**src/bfg_pkg.sv**
```systemverilog
`timescale 1ns / 1ps
`default_nettype none
package bfg_pkg;

  localparam int MAX_COMPONENTS  = 16;
  localparam int COORD_FRAC_BITS = 16;
  localparam int IDX_W   = (MAX_COMPONENTS > 1) ? $clog2(MAX_COMPONENTS) : 1;
  localparam int CNT_W   = $clog2(MAX_COMPONENTS + 1);
  // |offset| bound for an entry inside its radius: d*d <= radius_sq << F
  localparam int DMAG_W  = (32 + COORD_FRAC_BITS + 1) / 2;
  localparam int FQ_DEPTH = 2;
  localparam int INSIDE_TOL = 17;

  localparam logic signed [47:0] SAT_MAX = 48'sh7FFF_FFFF_FFFF;
  localparam logic signed [47:0] SAT_MIN = 48'sh8000_0000_0000;
  localparam logic signed [49:0] SAT_MAX50 = 50'sh0_7FFF_FFFF_FFFF;
  localparam logic signed [49:0] SAT_MIN50 = 50'sh3_8000_0000_0000;

  typedef enum logic {OP_LOAD = 1'b0, OP_EVAL = 1'b1} op_e;
  typedef enum logic [1:0] {
    KIND_SPHERE   = 2'd0,
    KIND_CYLINDER = 2'd1,
    KIND_BASE     = 2'd2,
    KIND_APEX     = 2'd3
  } kind_e;
  typedef enum logic {CFG_THRESHOLD = 1'b0, CFG_COUNT = 1'b1} cfg_idx_e;
  typedef enum logic {ST_IDLE = 1'b0, ST_EVAL = 1'b1} issue_state_e;

  // queued word, load fields already prepared by the front end
  typedef struct packed {
    op_e                op;
    logic [3:0]         index;
    kind_e              kind;
    logic signed [31:0] x;
    logic signed [31:0] y;
    logic signed [31:0] z;
    logic [30:0]        radius_sq;
    logic signed [32:0] z_top;     // z + length
    logic signed [31:0] coef_a;
    logic signed [31:0] coef_b;
    logic signed [31:0] coef_c;
  } item_t;

  typedef struct packed {
    kind_e              kind;
    logic signed [31:0] ox;
    logic signed [31:0] oy;
    logic signed [31:0] oz;
    logic signed [32:0] oz_top;
    logic [30:0]        rsq;
    logic signed [31:0] a;
    logic signed [31:0] b;
    logic signed [31:0] c;
  } comp_t;

  typedef struct packed {
    logic v;
    logic first;
    logic last;
  } slot_ctl_t;

  function automatic logic signed [47:0] sat48(input logic signed [49:0] v);
    if (v > SAT_MAX50) return SAT_MAX;
    if (v < SAT_MIN50) return SAT_MIN;
    return $signed(v[47:0]);
  endfunction

  // magnitude product -> shift (toward zero), apply sign, saturate
  function automatic logic signed [47:0] mulq_fin(input logic [79:0] m, input logic neg);
    logic [79:0] sh;
    sh = m >> COORD_FRAC_BITS;
    if (neg) begin
      if (sh > 80'h8000_0000_0000) return SAT_MIN;
      return -$signed(sh[47:0]);
    end
    if (sh > 80'h7FFF_FFFF_FFFF) return SAT_MAX;
    return $signed(sh[47:0]);
  endfunction

endpackage
`default_nettype wire

```
**src/bfg_front.sv**
```systemverilog
`timescale 1ns / 1ps
`default_nettype none
module bfg_front (
  input  wire logic               clk_i,
  input  wire logic               rst_ni,
  input  wire logic               in_valid_i,
  output logic                    in_stall_o,
  input  wire logic               op_i,
  input  wire logic [3:0]         index_i,
  input  wire logic [1:0]         kind_i,
  input  wire logic signed [31:0] x_i,
  input  wire logic signed [31:0] y_i,
  input  wire logic signed [31:0] z_i,
  input  wire logic [30:0]        radius_sq_i,
  input  wire logic [30:0]        length_i,
  input  wire logic signed [31:0] coef_quartic_i,
  input  wire logic signed [31:0] coef_quadratic_i,
  input  wire logic signed [31:0] coef_constant_i,
  output logic                    q_valid_o,
  output bfg_pkg::item_t          q_item_o,
  input  wire logic               q_pop_i
);

  localparam int PW = (bfg_pkg::FQ_DEPTH > 1) ? $clog2(bfg_pkg::FQ_DEPTH) : 1;
  localparam int CW = $clog2(bfg_pkg::FQ_DEPTH + 1);

  bfg_pkg::item_t fifo_q [bfg_pkg::FQ_DEPTH];
  logic [PW-1:0]  wr_q, wr_d, rd_q, rd_d;
  logic [CW-1:0]  cnt_q, cnt_d;
  bfg_pkg::item_t item;
  logic           acc, drop, push;

  assign in_stall_o = (cnt_q == CW'(bfg_pkg::FQ_DEPTH));
  assign acc        = in_valid_i && !in_stall_o;
  // loads aimed beyond the table are dropped here
  assign drop = (op_i == bfg_pkg::OP_LOAD) && (32'(index_i) >= bfg_pkg::MAX_COMPONENTS);
  assign push = acc && !drop;

  always_comb begin
    item.op        = bfg_pkg::op_e'(op_i);
    item.index     = index_i;
    item.kind      = bfg_pkg::kind_e'(kind_i);
    item.x         = x_i;
    item.y         = y_i;
    item.z         = z_i;
    item.radius_sq = radius_sq_i;
    item.z_top     = $signed({z_i[31], z_i}) + $signed({2'b00, length_i});
    item.coef_a    = coef_quartic_i;
    item.coef_b    = coef_quadratic_i;
    item.coef_c    = coef_constant_i;
  end

  always_comb begin
    wr_d  = wr_q;
    rd_d  = rd_q;
    cnt_d = cnt_q;
    if (push) begin
      wr_d = (32'(wr_q) == bfg_pkg::FQ_DEPTH - 1) ? '0 : PW'(wr_q + 1'b1);
    end
    if (q_pop_i) begin
      rd_d = (32'(rd_q) == bfg_pkg::FQ_DEPTH - 1) ? '0 : PW'(rd_q + 1'b1);
    end
    if (push && !q_pop_i) cnt_d = CW'(cnt_q + 1'b1);
    else if (!push && q_pop_i) cnt_d = CW'(cnt_q - 1'b1);
  end

  always_ff @(posedge clk_i or negedge rst_ni) begin
    if (!rst_ni) begin
      wr_q  <= '0;
      rd_q  <= '0;
      cnt_q <= '0;
    end else begin
      wr_q  <= wr_d;
      rd_q  <= rd_d;
      cnt_q <= cnt_d;
    end
  end

  always_ff @(posedge clk_i) begin
    if (push) fifo_q[wr_q] <= item;
  end

  assign q_valid_o = (cnt_q != '0);
  assign q_item_o  = fifo_q[rd_q];

endmodule
`default_nettype wire

```
**config.mk**
```make
export PLATFORM = sky130hd
export DESIGN_NAME = bfg_front
export DESIGN_NICKNAME = d
export VERILOG_FILES = /design/src/bfg_pkg.sv /design/src/bfg_front.sv
export SDC_FILE = /design/constraint.sdc
export NUM_CORES = 1
export LEC_CHECK = 0
export ABC_AREA = 1
export BUFFER_PORTS_ARGS = -buffer_cell sky130_fd_sc_hd__buf_2
export CAP_MARGIN = 20
export CORE_AREA = 2 2 222 224
export DETAILED_ROUTE_END_ITERATION = 7
export DIE_AREA = 0 0 224 226
export HOLD_SLACK_MARGIN = 0.02
export PLACE_DENSITY_LB_ADDON = 0.2
export SLEW_MARGIN = 0
export SYNTH_ARGS = -nofsm -noshare
export SYNTH_HDL_FRONTEND = slang
export SYNTH_SLANG_ARGS = --single-unit
```
**constraint.sdc**
```tcl
create_clock -name clk_i -period 22.3 [get_ports clk_i]
set_input_delay 1.115 -clock clk_i [delete_from_list [all_inputs] [get_ports clk_i]]
set_output_delay 1.115 -clock clk_i [all_outputs]
set_load 0.1 [all_outputs]
```
### Yosys cells after proc, flatten, opt, wreduce, memory -nomap -nowiden

Memories as Yosys holds them, arrays and structs flattened.
Index checks and enable logic that the tools add are counted.

* register bits after elaboration: 4
* bits in writable memories: 526
* input port bits: 265
* output and inout port bits: 265
* word-level logic and storage cells: 24
* memories kept: 1

* add/sub/neg operators: 5
* equality and inequality tests: 1
* muxes and demuxes: 6
* reduce and logical (&&, ||, !) cells: 8

Memories
* fifo_q: words 2, width 263, read ports 1, clocked after Yosys merged registers in 0, wr ports 1, line bfg_front.sv:27 `bfg_pkg::item_t fifo_q [bfg_pkg::FQ_DEPTH];`

Operators by type and width (number)
* adder 32 x 32 -> 33 bit: 1
* 2-to-1 mux 1 bit: 4
* 2-to-1 mux 2 bit: 2
* nonzero test 2 bit: 2
* logical AND 1 bit: 3
* zero test 1 bit: 3
* adder 1 bit (second input constant): 2
* adder 2 x 1 -> 2 bit (second input constant): 1
* equality test 2 bit (second input constant): 1
* subtractor 2 x 1 -> 2 bit (second input constant): 1

### Logic depth before layout (Yosys ltp)

* depth after elaboration: 7
* depth in mapped cells: 12
* mapped depth without buffers: 12

### Worst setup path after synthesis

OpenSTA, ideal clock, no wires.

* kind: input-to-reg
* from: input port in_valid_i
* to: memory fifo_q[1][0] (netlist name), enable pin
* setup time: 0.894 ns
* arrival: 12.169 ns
* required time: 21.406 ns
* slack: 9.237 ns
* stages: 2
* buffers on the path: 0
* cells stage by stage: o21ai_0 -> nor2_1

* longest elaborated chain between the ends: 3

RTL lines
* start: declaration: line bfg_front.sv:6 `input wire logic in_valid_i,`
* logical AND 1 bit: line bfg_front.sv:34 `assign acc = in_valid_i && !in_stall_o;`
* 2-to-1 mux 1 bit: line bfg_front.sv:80 `if (push) fifo_q[wr_q] <= item;`
* 2-to-1 mux 1 bit (implied by the code): line bfg_front.sv:80
* end: declaration: line bfg_front.sv:27

No other way between the ends.

==> qor.txt <==
Status - complete, no violations
Setup TNS - 0 ns
Max-slew violations - 0
R2R depth - 5
CP endpoint kind - output pin
Non-Filler Instances - 2592
Worst r2r src - cnt_q[1]
Hold Slack - 0.327 ns
MaxCap Viol Count - 0
Final Hold Vio Count - 0
WP data required - 21.19 ns
Post-Syn Area - 21500 um2
Fin nets - 2213
Vias in the first global route - 12900
Via-per-instance ratio - 4.92
Drt first-iter violations - 642
Startpoint Class - flip-flop
Cells after DPL - 2482
Die width - 224 um
RSZ-0062 raised after global routing - false
Clk_lat worst skew - 0.59 ns
Drt drc - 0
First-pass GRT wire length - 76700 um
Core Util, Final - 0.549
Synth Register Bits - 530
GRT Util Overall - 0.205
Total wire length - 53500 um
Share of cells above drive strength 1 - 0.452
Netlist cell types - 21
Clock root buffer master - clkbuf_16
Gpl congestion - 0.877
Die H - 226 um
Cts bufs inserted - 53
Initial antenna violation count - 25
HP Class - in -> async
Worst-path clk slew - 0.06 ns
Largest net degree at the start of global routing - 159
Detailed-placement wirelength estimate - 38900 um
Slew HR - 0.262
Commonest non-fill, non-tap cell in the layout - buf_2
IO buf count - 529
Vias - 12700
Reg-to-Reg End - fifo_q[1][256]
Clock sinks - 530
Die area - 50600 um2
PostCTS Resize Cnt - 0
Setup CP Type - reg -> out
GRT overflow - 0
Yosys warning count - 0
Crit path max fanout - 75
Worst slew pin tran - 1.11 ns
Std-Cell Rows - 81
Syn avg cell area - 15.9 um2
P&R area growth vs syn - 23.5%
H-tree depth - 2
Initial Util - 0.444
Syn Inst Count - 1350
Peak Freq - 193 MHz
Final clock skew - 0.0172 ns
Sequential area share after synthesis - 0.740
IO Pins - 530
Drt first pass iters - 5
Core Area - 48300 um2
Syn Nets - 1648
Fin crit share - 0.233
Final Setup Violations - 0
Worst EP arrival - 4.07 ns
Period minus WS final - 5.19 ns
Post-CTS setup buffers - 0
Commonest cells after routing, fill and taps aside - 529 x buf_2, 526 x edfxtp_1, 263 x mux2_2, 239 x nand2_1, 127 x inv_1
Clock Path Buffers - 3
CTS tree - built
Cts hold-fix bufs - 0
Antenna-violating nets left - 0
Flop2flop setup slack - 18.88 ns
Drt wl/cell - 20.6 um
[critical path, stage by stage (launching register included)]
cell     delay (ns)
dfrtp_4        0.88
buf_4          0.78
buf_4          0.86
mux2_2         0.32
buf_2          0.42
[worst max path at each step]
stage	slack, ns	endpoint	startpoint
6_report	17.11	q_item_o[123]	rd_q
5_1_grt	16.92	q_item_o[123]	rd_q
4_1_cts	17.07	q_item_o[123]	rd_q
3_5_place_dp	17.73	q_item_o[123]	rd_q
3_3_place_gp	17.70	fifo_q[1][5]	in_valid_i
2_1_floorplan	9.24	fifo_q[1][0]	in_valid_i
[state kept, by name (all words and copies together), names as in the netlist]
name and flops:
rd_q 1, fifo_q 526, cnt_q 2, wr_q 1
[kinds of logic after synthesis]
family,after synthesis,share of synthesized area
DFF,530,0.740
xor gates and xnor gates,18,0.00734
muxes,263,0.138
AOI/OAI and AO/OA,25,0.00606
adders and majority gates,33,0.0196
buffers and inverters,156,0.0289
and+or+nand+nor,325,0.0604
[stage by stage]
step                      worst slack (ns)  area, um2
after detailed placement             17.73      24900
final                                17.11      26500
after global routing                 16.92      26500
after global placement               17.70      24900
after floorplan                       9.24      21500
after CTS                            17.07      26500
[layout make-up]
cell class                      count  area (um2)
Inverter                          127         477
Antenna cell                       15        37.5
Tap cell                          622         778
Fill cell                        4040       21800
Multi-Input combinational cell    664        4980
Clock buffer                       73        1430
Clock inverter                     22         176
Timing Repair Buffer              539        2750
Sequential cell                   530       15900
[cell usage after synthesis]
library cell,count,share of area
o21ai_0,3,0.00070
a21oi_1,20,0.0047
nor2_1,43,0.0075
nand3_2,2,0.00093
a22oi_1,1,0.00035
ha_1,32,0.019
xnor2_1,1,0.00041
mux2_2,263,0.14
fa_1,1,0.00093
nand2_2,8,0.0023
nand2_1,239,0.042
nor2_2,1,0.00029
xor2_1,17,0.0069
edfxtp_1,526,0.74
dfrtp_1,4,0.0047
nand3_1,24,0.0056
o21bai_1,1,0.00035
buf_2,29,0.0068
nor3_1,5,0.0012
inv_1,127,0.022
nand4_1,3,0.00087
[layer usage]
metal | global-route usage | wire (um) | vias up
met5 | 0 | 136 | -
met4 | 0.0845 | 1930 | 20
met1 | 0.234 | 20500 | 6155
met2 | 0.354 | 26700 | 430
met3 | 0.0677 | 4250 | 117
li1 | - | - | 6026
Power is left out: the tool's default activity adds up to more than one toggle a clock period on the data nets, which glitch-free logic cannot reach.
